File: src/hdl/cbc_pkg.sv
// ----------------------------------------------------------------------------
// cbc_pkg: shared definitions of the cartridge bank controller
// Sizes, register and area codes, result kinds and the structs that travel
// between the decode stage and the top level.
// ----------------------------------------------------------------------------
`default_nettype none

package cbc_pkg;

   localparam int RAM_BANKS     = 4;
   localparam int ROM_BANK_BITS = 9;

   localparam int OFF_W      = 13;
   localparam int SAVE_DEPTH = RAM_BANKS * (1 << OFF_W);
   localparam int SAVE_AW    = OFF_W + $clog2(RAM_BANKS);

   // Result kinds.
   localparam logic [1:0] KIND_NONE = 2'd0;
   localparam logic [1:0] KIND_ROM  = 2'd1;
   localparam logic [1:0] KIND_RAM  = 2'd2;

   // Control areas, taken from address bits 14 to 12.
   localparam logic [2:0] AREA_ENABLE_A = 3'd0;
   localparam logic [2:0] AREA_ENABLE_B = 3'd1;
   localparam logic [2:0] AREA_ROM_LOW  = 3'd2;
   localparam logic [2:0] AREA_ROM_HIGH = 3'd3;
   localparam logic [2:0] AREA_RAM_A    = 3'd4;
   localparam logic [2:0] AREA_RAM_B    = 3'd5;

   localparam logic [7:0] ENABLE_KEY = 8'h0A;

   // Configuration register indexes.
   localparam logic [1:0] CSR_MBC_MODE    = 2'd0;
   localparam logic [1:0] CSR_CS_OVERRIDE = 2'd1;
   localparam logic [1:0] CSR_SAVE_FITTED = 2'd2;
   localparam logic [1:0] CSR_ROM_BANKED  = 2'd3;

   typedef struct packed {
      logic mbc_mode;
      logic cs_override;
      logic save_fitted;
      logic rom_banked;
   } cfg_type;

   typedef struct packed {
      logic [1:0]  kind;
      logic [22:0] rom_address;
   } res_type;

   typedef struct packed {
      logic               rd_en;
      logic               wr_en;
      logic [SAVE_AW-1:0] addr;
      logic [7:0]         data;
   } mem_req_type;

   // RAM bank modulo the number of banks; the bank value is two bits wide.
   function automatic logic [1:0] bank_wrap(input logic [1:0] bank);
      logic [1:0] r;
      r = bank;
      for (int i = 0; i < 3; i++) begin
         if (int'(r) >= RAM_BANKS) begin
            r = r - 2'(RAM_BANKS);
         end
      end
      return r;
   endfunction

endpackage

`default_nettype wire

File: src/hdl/cbc_decode.sv
// ----------------------------------------------------------------------------
// cbc_decode: access decode and bank registers
// Classifies one bus access, updates the bank and enable registers on
// control writes and forms the save RAM request and the ROM address.
// ----------------------------------------------------------------------------
`default_nettype none

module cbc_decode (
   input  wire logic                 clock,
   input  wire logic                 reset,
   input  wire logic                 accept,
   input  wire logic                 op,
   input  wire logic [15:0]          bus_address,
   input  wire logic [7:0]           write_data,
   input  wire logic                 chip_select,
   input  wire cbc_pkg::cfg_type     cfg,
   output cbc_pkg::res_type          res,
   output cbc_pkg::mem_req_type      mem_req
);

   import cbc_pkg::*;

   logic [ROM_BANK_BITS-1:0] rom_bank_ff, rom_bank_in;
   logic [1:0]               sram_page_ff, sram_page_in;
   logic [7:0]               enable_ff, enable_in;

   logic [14:0] low;
   logic [2:0]  area;
   logic        selected;
   logic        ram_window;
   logic        ctrl_write;
   logic [8:0]  bank9;
   logic [8:0]  bank_new9;
   logic [ROM_BANK_BITS-1:0] bank_masked;
   logic        bank_write;
   logic [16:0] save_wide;

   assign low        = bus_address[14:0];
   assign area       = low[14:12];
   assign selected   = chip_select | cfg.cs_override;
   assign ram_window = cfg.save_fitted & bus_address[15];
   assign bank9      = 9'(rom_bank_ff);
   assign save_wide  = {2'b00, bank_wrap(sram_page_ff), bus_address[OFF_W-1:0]};

   assign ctrl_write = accept & op & cfg.rom_banked & selected & ~ram_window;

   always_comb begin
      bank_new9  = bank9;
      bank_write = 1'b0;
      case (area) inside
         AREA_ROM_LOW: begin
            bank_write = 1'b1;
            bank_new9  = cfg.mbc_mode ? {bank9[8], write_data} : {1'b0, write_data};
         end
         AREA_ROM_HIGH: begin
            bank_write = 1'b1;
            bank_new9  = cfg.mbc_mode ? {write_data[0], bank9[7:0]} : {1'b0, write_data};
         end
         default: begin
            bank_write = 1'b0;
         end
      endcase
      bank_masked = bank_new9[ROM_BANK_BITS-1:0];
      // Bank one stands in for bank zero in the older scheme.
      if (!cfg.mbc_mode && bank_masked == '0) begin
         bank_masked = ROM_BANK_BITS'(1);
      end
   end

   always_comb begin
      rom_bank_in  = rom_bank_ff;
      sram_page_in = sram_page_ff;
      enable_in    = enable_ff;
      if (ctrl_write) begin
         case (area) inside
            AREA_ENABLE_A, AREA_ENABLE_B: begin
               if (cfg.save_fitted) begin
                  enable_in = write_data;
               end
            end
            AREA_RAM_A, AREA_RAM_B: begin
               if (cfg.save_fitted) begin
                  sram_page_in = write_data[1:0];
               end
            end
            default: begin
               if (bank_write) begin
                  rom_bank_in = bank_masked;
               end
            end
         endcase
      end
   end

   always_ff @(posedge clock) begin
      if (reset) begin
         rom_bank_ff  <= ROM_BANK_BITS'(1);
         sram_page_ff <= 2'd0;
         enable_ff    <= 8'd0;
      end else begin
         rom_bank_ff  <= rom_bank_in;
         sram_page_ff <= sram_page_in;
         enable_ff    <= enable_in;
      end
   end

   always_comb begin
      res.kind        = KIND_NONE;
      res.rom_address = 23'd0;
      if (!cfg.rom_banked) begin
         if (!op) begin
            res.kind        = KIND_ROM;
            res.rom_address = 23'(low);
         end
      end else if (selected && !op) begin
         if (ram_window) begin
            res.kind = KIND_RAM;
         end else if (low[14]) begin
            res.kind        = KIND_ROM;
            res.rom_address = {bank9, low[13:0]};
         end else begin
            res.kind        = KIND_ROM;
            res.rom_address = 23'(low);
         end
      end
   end

   always_comb begin
      mem_req.addr  = save_wide[SAVE_AW-1:0];
      mem_req.data  = write_data;
      mem_req.rd_en = accept & ~op & cfg.rom_banked & selected & ram_window;
      mem_req.wr_en = accept & op & cfg.rom_banked & selected & ram_window
                      & (enable_ff == ENABLE_KEY);
   end

endmodule

`default_nettype wire

File: config.mk
export PLATFORM = sky130hd
export DESIGN_NAME = cbc_decode
export DESIGN_NICKNAME = d
export VERILOG_FILES = /design/src/hdl/cbc_pkg.sv /design/src/hdl/cbc_decode.sv
export SDC_FILE = /design/constraint.sdc
export NUM_CORES = 1
export LEC_CHECK = 0
export ABC_AREA = 1
export BUFFER_PORTS_ARGS = -buffer_cell sky130_fd_sc_hd__buf_2
export CORE_MARGIN = 2
export CORE_UTILIZATION = 44
export DETAILED_ROUTE_END_ITERATION = 10
export PLACE_DENSITY = 0.77
export SYNTH_ARGS = -nofsm -noshare
export SYNTH_HDL_FRONTEND = slang
export SYNTH_SLANG_ARGS = --single-unit
File: constraint.sdc
create_clock -name clock -period 1.25 [get_ports clock]
set_input_delay 0.1875 -clock clock [delete_from_list [all_inputs] [get_ports clock]]
set_output_delay 0.1875 -clock clock [all_outputs]
set_load 0.02 [all_outputs]
==> results of run 1 <==
## routing by layer
layer	track usage, %	vias to the layer above	wire (um)
met2	34.0	65	2010
met4	6.52	0	94
met3	1.47	9	299
met5	0	-	0
met1	24.5	725	1700
li1	-	837	-
## worst max-delay path: cells and delay by family, from the launching register on
kind                   cells  cell delay [ns]
and+or+nand+nor            2             0.33
DFF                        1             0.32
buffers and inverters      2             0.26
## area by class of cell
type	count	share of cell area [%]
clock buffer	3	1.00
inverter	47	8.43
timing repair buffer	97	31.0
sequential	19	17.0
timing repair inverter	1	0.502
multi-input combinational	140	39.3
clock inverter	1	0.223
tap	44	2.46
## worst paths after layout
| path | from | end | slack (ns) | cells past startpoint |
|---|---|---|---|---|
| setup / recovery | enable_ff[0] | mem_req[23] | -0.15 | 4 |
| hold reg to reg | bank9[0] | bank9[0] | 0.50 | 2 |
| hold / removal | reset | bank9[3] | 0.08 | 2 |
| setup reg to reg | bank9[4] | bank9[0] | 0.25 | 9 |
## kinds of logic (layout without fill, tap and decap cells)
group | count (synthesis) | count (layout) | synth area share (%)
AOI/OAI and AO/OA | 17 | 17 | 6.25
and+or+nand+nor | 123 | 123 | 39.7
DFF | 19 | 19 | 26.4
buffers and inverters | 74 | 149 | 27.6
## report_power, final
group          switching [mW]  leakage (nW)  internal [mW]
logic                   0.340          1.06          0.220
clock network           0.202        0.0177          0.120
registers             0.00317         0.153          0.612
total                   0.545          1.23          0.952
## what timing repair did
action | in CTS | in global routing
gates cloned | 0 | 1
endpoints found under the setup margin | 24 | 25
pin swaps | 5 | 4
gates resized for setup | 29 | 56
endpoints found under the hold margin | 0 | 0
## Yosys cell counts
master	number
o21ai_0	6
nand2_4	1
dfxtp_1	19
and2_1	1
nor2_4	2
a211oi_1	2
nand3_1	8
buf_4	21
clkbuf_8	1
nand2_1	47
buf_6	4
nor2_1	41
nor2_2	1
buf_2	1
nand3_2	2
nor3_2	1
nand3b_1	2
nand2_2	2
nand4_4	1
o21ai_1	1
nand4_1	4
inv_1	42
nor4_1	1
inv_2	5
nor3_1	9
a21oi_1	8
## flip-flops by register name, summed over array words and instances, names as in the netlist
name / cells
bank9: 9
enable_ff: 8
sram_page_ff: 2
==> results.json, run 1 <==
{
  "design.core.area_um2": 3080,
  "grt_setup_unrepaired": "true",
  "holdWs_ns": 0.0821,
  "vias_per_cell": 4.65,
  "yosysUniqueCellTypes": 26,
  "slew-limit-headroom_pct": 81.4,
  "finalSetupViolations": 23,
  "finish.instance_area_um2": 2240,
  "avgSynthCellArea_um2": 6.18,
  "yosysTopAreaCellShare_pct": 26.4,
  "path_clk_slew_ns": 0.12,
  "min_period_ns": 1.40,
  "cts_buffer_depth": 2,
  "place_area_um2": 1890,
  "slowest_delay_ns": 0.32,
  "mostFrequentLayoutCells": "54 x buf_2, 46 x nand2_1, 38 x inv_1",
  "clock-root-buffer": "clkbuf_4",
  "grtUsageTotal_pct": 19.2,
  "yosys_warnings": 0,
  "fin_ws_ns": -0.149,
  "cap_viol_max_count": 0,
  "postSynthCellCount": 233,
  "multiInputGateArea_um2": 882,
  "area_delta_synth_final_pct": 55.7,
  "setup_tns_ns": -1.43,
  "drtAntennaViolNets": 0,
  "antenna_found_initial": 0,
  "fp-row-count": 20,
  "crit_fanout": 2,
  "critical_path_class": "flip-flop to primary output",
  "path_cells": "inv_2 -> nand4_1 -> nor4_1 -> buf_2",
  "seq_area_um2": 382,
  "avgRoutedWirePerCell_um": 11.7,
  "initial_core_util_pct": 46.8,
  "cts_tree": "done",
  "drt-total-wl_mm": 4.10,
  "htreeDepth": 1,
  "die_area_um2": 3750,
  "final_nets": 342,
  "ys_ff_latch": 19,
  "violations": "setup timing",
  "fin_crit_sh_pct": 112,
  "portBuffers": 82,
  "critPathCaptureType": "primary output",
  "placed_cells_incl_taps": 347,
  "grt_overflow": 0,
  "n_fill_cell": 251,
  "status": "finished, violations left",
  "mostFrequentLayoutCell": "buf_2",
  "cts_buffers": 3,
  "clk_latency_ns": 0.31,
  "cp_data_required_time_ns": 1.06,
  "grt_pass1_wl_mm": 5.43,
  "vias": 1636,
  "hold_class": "primary input to flip-flop",
  "diodes": 0,
  "drt_iter0_drc": 28,
  "maxSlewViolCount": 0,
  "ir_drop_mv": 0.590,
  "crit_arrival_ns": 1.21,
  "drcViolationCount": 0,
  "seq_area_frac_synth_pct": 26.4,
  "p_per_area_nw_per_um2": 668,
  "drive_gt1_share_pct": 48.4,
  "finalHoldViolCount": 0,
  "grt_pass1_vias": 1267,
  "hpwl_mm": 2.85,
  "postCtsSetupBuffers": 0,
  "die_y_um": 61.2,
  "leakage_nw": 1.23,
  "syn-num-nets": 266,
  "stdcell_count": 352,
  "grt_max_degree": 17,
  "pre_cts_slack_ns": -0.197,
  "critical_path.startpoint_type": "flip-flop",
  "max_freq_ghz": 0.715,
  "syn-cell-area_um2": 1440,
  "gp_congestion": 0.828,
  "postCtsHoldBufs": 0,
  "final_util_pct": 72.8,
  "io_pins": 83,
  "clkSinkCount": 19,
  "firstDrtPassIters": 4,
  "finalPower_mw": 1.50,
  "slowest_stage": "dfxtp_1",
  "synth_top_area_cell": "dfxtp_1",
  "clock_skew_ns": 0.000976,
  "worst_slew_pin_slew_ns": 0.279,
  "die_w_um": 61.2,
  "ys_top_cells_by_area": "dfxtp_1 26%, nand2_1 12%, buf_4 11%, inv_1 11%, nor2_1 11%"
}
Power figures use the tool's default switching activity.
==> run 2: changes to the inputs <==
--- a/config.mk
+++ b/config.mk
@@ -5,12 +5,12 @@
 export SDC_FILE = /design/constraint.sdc
 export NUM_CORES = 1
 export LEC_CHECK = 0
-export ABC_AREA = 1
+export ABC_AREA = 0
 export BUFFER_PORTS_ARGS = -buffer_cell sky130_fd_sc_hd__buf_2
 export CORE_MARGIN = 2
-export CORE_UTILIZATION = 44
+export CORE_UTILIZATION = 41
 export DETAILED_ROUTE_END_ITERATION = 10
-export PLACE_DENSITY = 0.77
+export PLACE_DENSITY = 0.76
 export SYNTH_ARGS = -nofsm -noshare
 export SYNTH_HDL_FRONTEND = slang
 export SYNTH_SLANG_ARGS = --single-unit
==> constraint.sdc (replaced) <==
create_clock -name clock -period 1.3 [get_ports clock]
set_input_delay 0.195 -clock clock [delete_from_list [all_inputs] [get_ports clock]]
set_output_delay 0.195 -clock clock [all_outputs]
set_load 0.02 [all_outputs]
==> results.json, run 2 <==
{
  "crit_fanout": 2,
  "fin_ws_ns": -0.435,
  "portBuffers": 82,
  "cts_buffer_depth": 2,
  "seq_power_share_pct": 45.6,
  "multiInputGateArea_um2": 766,
  "synth-edff-count": 0,
  "synth_top_area_cell": "dfxtp_1",
  "grt_max_degree": 20,
  "placed_cells_incl_taps": 245,
  "pre_cts_slack_ns": -0.167,
  "yosys_warnings": 0,
  "min_period_ns": 1.73,
  "r2r_cells": 4,
  "initial_core_util_pct": 43.4,
  "ys_ff_latch": 19,
  "worst_slew_pin_slew_ns": 0.337,
  "mostFrequentLayoutCell": "buf_2",
  "cp_num_buf_inv": 1,
  "grtUsageTotal_pct": 19.2,
  "mostFrequentLayoutCells": "59 x buf_2, 28 x buf_4, 18 x mux2i_1, 18 x nor2_1",
  "p_per_area_nw_per_um2": 674,
  "maxSlewViolCount": 0,
  "critPathCaptureType": "primary output",
  "final_nets": 254,
  "final_util_pct": 68.7,
  "status": "finished, violations left",
  "drcViolationCount": 0,
  "hpwl_mm": 2.55,
  "design.core.area_um2": 2780,
  "vias_per_cell": 5.02,
  "gp_congestion": 0.795,
  "syn-num-nets": 169,
  "clkSinkCount": 19,
  "drive_gt1_share_pct": 63.2,
  "power.switching_mw": 0.404,
  "cts_buffers": 3,
  "avgRoutedWirePerCell_um": 13.4,
  "crit_arrival_ns": 1.54,
  "p_clk_share_pct": 22.8,
  "seq_area_um2": 383,
  "clock_skew_ns": 0.000152,
  "internal_power_mw": 0.884,
  "synthArstFlopShare_pct": 0,
  "path_cells": "or4b_4 -> nor4_4 -> buf_4",
  "cp_data_required_time_ns": 1.11,
  "postCtsHoldBufs": 0,
  "postSynthCellCount": 136,
  "max_freq_ghz": 0.576,
  "avgSynthCellArea_um2": 8.88,
  "htreeDepth": 1,
  "cts_tree": "done",
  "stdcell_count": 251,
  "violations": "setup timing",
  "cap_viol_max_count": 0,
  "grt_setup_unrepaired": "true",
  "r2r_end": "bank9[0]",
  "io_pins": 83,
  "worstHoldStart": "write_data[3]",
  "antenna_found_initial": 0,
  "hold_class": "primary input to flip-flop",
  "p_comb_share_pct": 31.6,
  "seq_area_frac_synth_pct": 31.5,
  "die_y_um": 58.3,
  "drt_iter0_drc": 18,
  "synth-main-ff-cell": "dfxtp_1",
  "firstDrtPassIters": 4,
  "slowest_delay_ns": 0.54,
  "clock-root-buffer": "clkbuf_4",
  "yosysTopAreaCellShare_pct": 31.5,
  "drtAntennaViolNets": 0,
  "grt_pass1_wl_mm": 5.11,
  "min_to": "bank9[3]",
  "ir_drop_mv": 0.641,
  "diodes": 0,
  "slowest_stage": "or4b_4",
  "clk_latency_ns": 0.29,
  "hold_depth": 3,
  "grt_pass1_vias": 1159,
  "grt_overflow": 0,
  "finalHoldViolCount": 0,
  "finalSetupViolations": 2,
  "vias": 1261,
  "die_area_um2": 3390,
  "fp-row-count": 19,
  "fin_crit_sh_pct": 133,
  "area_delta_synth_final_pct": 58.3,
  "leakage_nw": 0.990,
  "slew-limit-headroom_pct": 77.5,
  "critical_path.startpoint_type": "flip-flop",
  "synth_common_cells": "23 x and2_1, 21 x buf_4, 19 x dfxtp_1, 19 x nor2_1, 18 x mux2i_1",
  "syn-cell-area_um2": 1210,
  "critPathTopFamily": "simple AND/OR/NAND/NOR gates",
  "ys_top_cells_by_area": "dfxtp_1 32%, mux2i_1 15%, buf_4 13%, and2_1 12%, nor2_1 5.9%",
  "drt-total-wl_mm": 3.36,
  "path_clk_slew_ns": 0.10,
  "swShare_pct": 31.4,
  "n_fill_cell": 192,
  "rrSetupSlack_ns": -0.02,
  "die_w_um": 58.3,
  "largest_register_ff_count": 9,
  "critical_path_class": "flip-flop to primary output",
  "synth_most_common_cell": "and2_1",
  "r2r_start": "bank9[4]",
  "yosysUniqueCellTypes": 30
}
run 2: changes by cell type after synthesis, moves of 8 or more:
cell,delta
and2_1,+22
inv_1,-42
mux2i_1,+18
nand2_1,-44
nand3_1,-8
nor2_1,-22
nor3_1,-9
run 2: final cells by class:
class / count / area share [%]
flip-flops and latches: 19 / 20.0
well taps: 31 / 2.03
clock inverters: 1 / 0.262
multi-input cells: 93 / 40.1
clock buffers: 3 / 1.18
repair buffers: 104 / 36.5
run 2: power groups by stage:
stage | registers [mW] | logic [mW] | clock network (mW)
floorplan | 0.600 | 0.211 | 0
global placement | 0.600 | 0.341 | 0
detailed placement | 0.600 | 0.342 | 0
CTS | 0.587 | 0.392 | 0.303
global route | 0.588 | 0.433 | 0.343
finish | 0.587 | 0.407 | 0.294
run 2: worst max path at each step:
| stage | startpoint | endpoint | slack [ns] | depth (start not counted) |
|---|---|---|---|---|
| after floorplan | enable_ff[6] | mem_req[23] | -0.07 | 2 |
| after global routing | enable_ff[6] | mem_req[23] | -0.50 | 3 |
| after detailed placement | cfg[2] | sram_page_ff[0] | -0.17 | 5 |
| after global placement | cfg[2] | sram_page_ff[1] | -0.13 | 5 |
| final | enable_ff[6] | mem_req[23] | -0.43 | 3 |
| after CTS | enable_ff[6] | mem_req[23] | -0.46 | 3 |
run 2: repair_timing:
item	CTS	global route
buffers inserted	3	0
pin swaps	7	6
gates cloned	1	0
gates resized for setup	40	25
setup endpoints to repair	25	26
run 2: metal layers:
metal | wire length, um | part of all wire (%) | up-vias | track usage, %
met4 | 34 | 1.0 | 0 | 5.32
met3 | 267 | 7.9 | 5 | 3.13
met5 | 0 | 0 | - | 0
met2 | 1700 | 51 | 65 | 36.0
met1 | 1360 | 40 | 568 | 22.2
li1 | - | - | 623 | -
run 2: worst reg2reg max path, stage by stage (launching register included):
cell       delay [ns]
dfxtp_2          0.33
or4_4            0.51
a211oi_2         0.21
o2111ai_1        0.13
nand3b_1         0.09
run 2: cells by family after synthesis:
kind of cell / after synthesis / share of synthesized area (%)
and+or+nand+nor: 65 / 32.9
buffers and inverters: 24 / 14.0
DFF: 19 / 31.5
AOI/OAI and AO/OA: 10 / 6.74
muxes: 18 / 14.9
run 2: stage by stage:
step / cell area (um^2) / hold WS, ns / power, mW / TNS, ns
after floorplan: 1250 / 0.337 / 0.811 / -0.448
after global placement: 1680 / 0.472 / 0.940 / -2.52
after detailed placement: 1680 / 0.478 / 0.942 / -3.02
after CTS: 1840 / 0.176 / 1.28 / -0.478
after global routing: 1910 / 0.173 / 1.36 / -1.19
final: 1910 / 0.181 / 1.29 / -0.452
==> run 3: changes to the inputs <==
--- a/config.mk
+++ b/config.mk
@@ -11,6 +11,7 @@
 export CORE_UTILIZATION = 41
 export DETAILED_ROUTE_END_ITERATION = 10
 export PLACE_DENSITY = 0.76
+export SKIP_LAST_GASP = 1
 export SYNTH_ARGS = -nofsm -noshare
 export SYNTH_HDL_FRONTEND = slang
 export SYNTH_SLANG_ARGS = --single-unit
==> results.json, run 3 (synthesis results as in run 2) <==
{
  "drt_iter0_drc": 52,
  "crit_fanout": 2,
  "placed_cells_incl_taps": 245,
  "drcViolationCount": 0,
  "r2r_end": "bank9[0]",
  "min_to": "bank9[3]",
  "grt_setup_unrepaired": "true",
  "critPathTopFamily": "simple AND/OR/NAND/NOR gates",
  "cp_data_required_time_ns": 1.11,
  "drtAntennaViolNets": 0,
  "r2r_cells": 4,
  "portBuffers": 82,
  "p_comb_share_pct": 31.5,
  "min_period_ns": 1.73,
  "vias": 1251,
  "fp-row-count": 19,
  "area_delta_synth_final_pct": 58.4,
  "finish.instance_area_um2": 1910,
  "p_per_area_nw_per_um2": 672,
  "slew-limit-headroom_pct": 77.5,
  "critical_path.startpoint_type": "flip-flop",
  "internal_power_mw": 0.882,
  "grt_pass1_vias": 1148,
  "finalPower_mw": 1.29,
  "final_nets": 254,
  "slowest_stage": "or4b_4",
  "drive_gt1_share_pct": 63.2,
  "mostFrequentLayoutCell": "buf_2",
  "stdcell_count": 251,
  "gp_congestion": 0.795,
  "status": "finished, violations left",
  "clock_skew_ns": 0.000338,
  "cp_num_buf_inv": 1,
  "fin_ws_ns": -0.435,
  "swShare_pct": 31.4,
  "path_cells": "or4b_4 -> nor4_4 -> buf_4",
  "max_freq_ghz": 0.576,
  "hold_class": "primary input to flip-flop",
  "grtUsageTotal_pct": 18.9,
  "crit_arrival_ns": 1.54,
  "violations": "setup timing",
  "rrSetupSlack_ns": -0.01,
  "n_fill_cell": 197,
  "fin_crit_sh_pct": 133,
  "finalHoldViolCount": 0,
  "path_clk_slew_ns": 0.10,
  "mostFrequentLayoutCells": "58 x buf_2, 29 x buf_4, 18 x mux2i_1, 18 x nor2_1, 18 x dfxtp_1",
  "grt_max_degree": 20,
  "vias_per_cell": 4.98,
  "place_area_um2": 1680,
  "die_area_um2": 3390,
  "initial_core_util_pct": 43.4,
  "hold_depth": 3,
  "design.core.area_um2": 2780,
  "cts_tree": "done",
  "drt-total-wl_mm": 3.32,
  "maxSlewViolCount": 0,
  "diodes": 0,
  "cts_buffers": 3,
  "finalSetupViolations": 2,
  "slowest_delay_ns": 0.54,
  "leakage_nw": 0.987,
  "worst_slew_pin_slew_ns": 0.337,
  "postCtsHoldBufs": 0,
  "io_pins": 83,
  "grt_pass1_wl_mm": 5.04,
  "avgRoutedWirePerCell_um": 13.2,
  "clock-root-buffer": "clkbuf_4",
  "hpwl_mm": 2.55,
  "die_y_um": 58.3,
  "p_clk_share_pct": 22.9,
  "cts_buffer_depth": 2,
  "largest_register_ff_count": 9,
  "antenna_found_initial": 0,
  "grt_overflow": 0,
  "worstHoldStart": "write_data[3]",
  "seq_power_share_pct": 45.6,
  "htreeDepth": 1,
  "power.switching_mw": 0.403,
  "ir_drop_mv": 0.641,
  "cap_viol_max_count": 0,
  "die_w_um": 58.3,
  "clk_latency_ns": 0.29,
  "r2r_start": "bank9[4]",
  "clkSinkCount": 19,
  "critical_path_class": "flip-flop to primary output",
  "critPathCaptureType": "primary output",
  "firstDrtPassIters": 4
}
==> run 3: worst min-delay path, stage by stage <==
cell and delay [ns]:
buf_2 0.11, mux2i_1 0.07, nor2_1 0.07
==> run 3: worst max-delay path by stage <==
stage	from	endpoint	slack, ns	cells after the start
2_1_floorplan	enable_ff[6]	mem_req[23]	-0.07	2
3_3_place_gp	cfg[2]	sram_page_ff[1]	-0.13	5
3_5_place_dp	cfg[2]	sram_page_ff[0]	-0.17	5
4_1_cts	enable_ff[6]	mem_req[23]	-0.46	3
5_1_grt	enable_ff[6]	mem_req[23]	-0.50	3
6_report	enable_ff[6]	mem_req[23]	-0.43	3
==> run 3: what timing repair did <==
action,4_1_cts,5_1_grt
setup buffers,3,0
pin swaps,7,6
endpoints found under the setup margin,25,26
cloned,1,0
gates resized for setup,36,27
==> run 3: final cells by class <==
class | count | area, um^2 | area share (%)
clock buffers | 3 | 22.5 | 1.18
clock inverters | 1 | 5.00 | 0.262
flip-flops and latches | 19 | 382 | 19.9
multi-input cells | 93 | 766 | 40.0
well taps | 31 | 38.8 | 2.03
repair buffers | 104 | 699 | 36.6
==> run 3: power groups by stage <==
stage,Sequential (mW),Clock [mW],Combinational (mW)
after floorplan,0.600,0,0.211
final,0.587,0.294,0.404
after CTS,0.587,0.303,0.387
after global placement,0.600,0,0.341
after detailed placement,0.600,0,0.342
after global routing,0.588,0.343,0.431
==> run 3: stage by stage <==
stage               setup TNS, ns  setup WS [ns]  hold WS [ns]  util [%]
global placement            -2.52         -0.133         0.472      60.4
finish                     -0.447         -0.435         0.181      68.8
global route               -0.659         -0.503         0.173      68.8
floorplan                  -0.448        -0.0718         0.337         -
CTS                        -0.494         -0.458         0.176      65.8
detailed placement          -3.02         -0.167         0.478      60.4
==> run 3: layer usage <==
layer / GRT usage, % / part of all wire, %
met3: 3.13 / 8.1
met5: 0 / 0
met4: 5.32 / 1.0
met1: 22.2 / 41
met2: 35.0 / 50
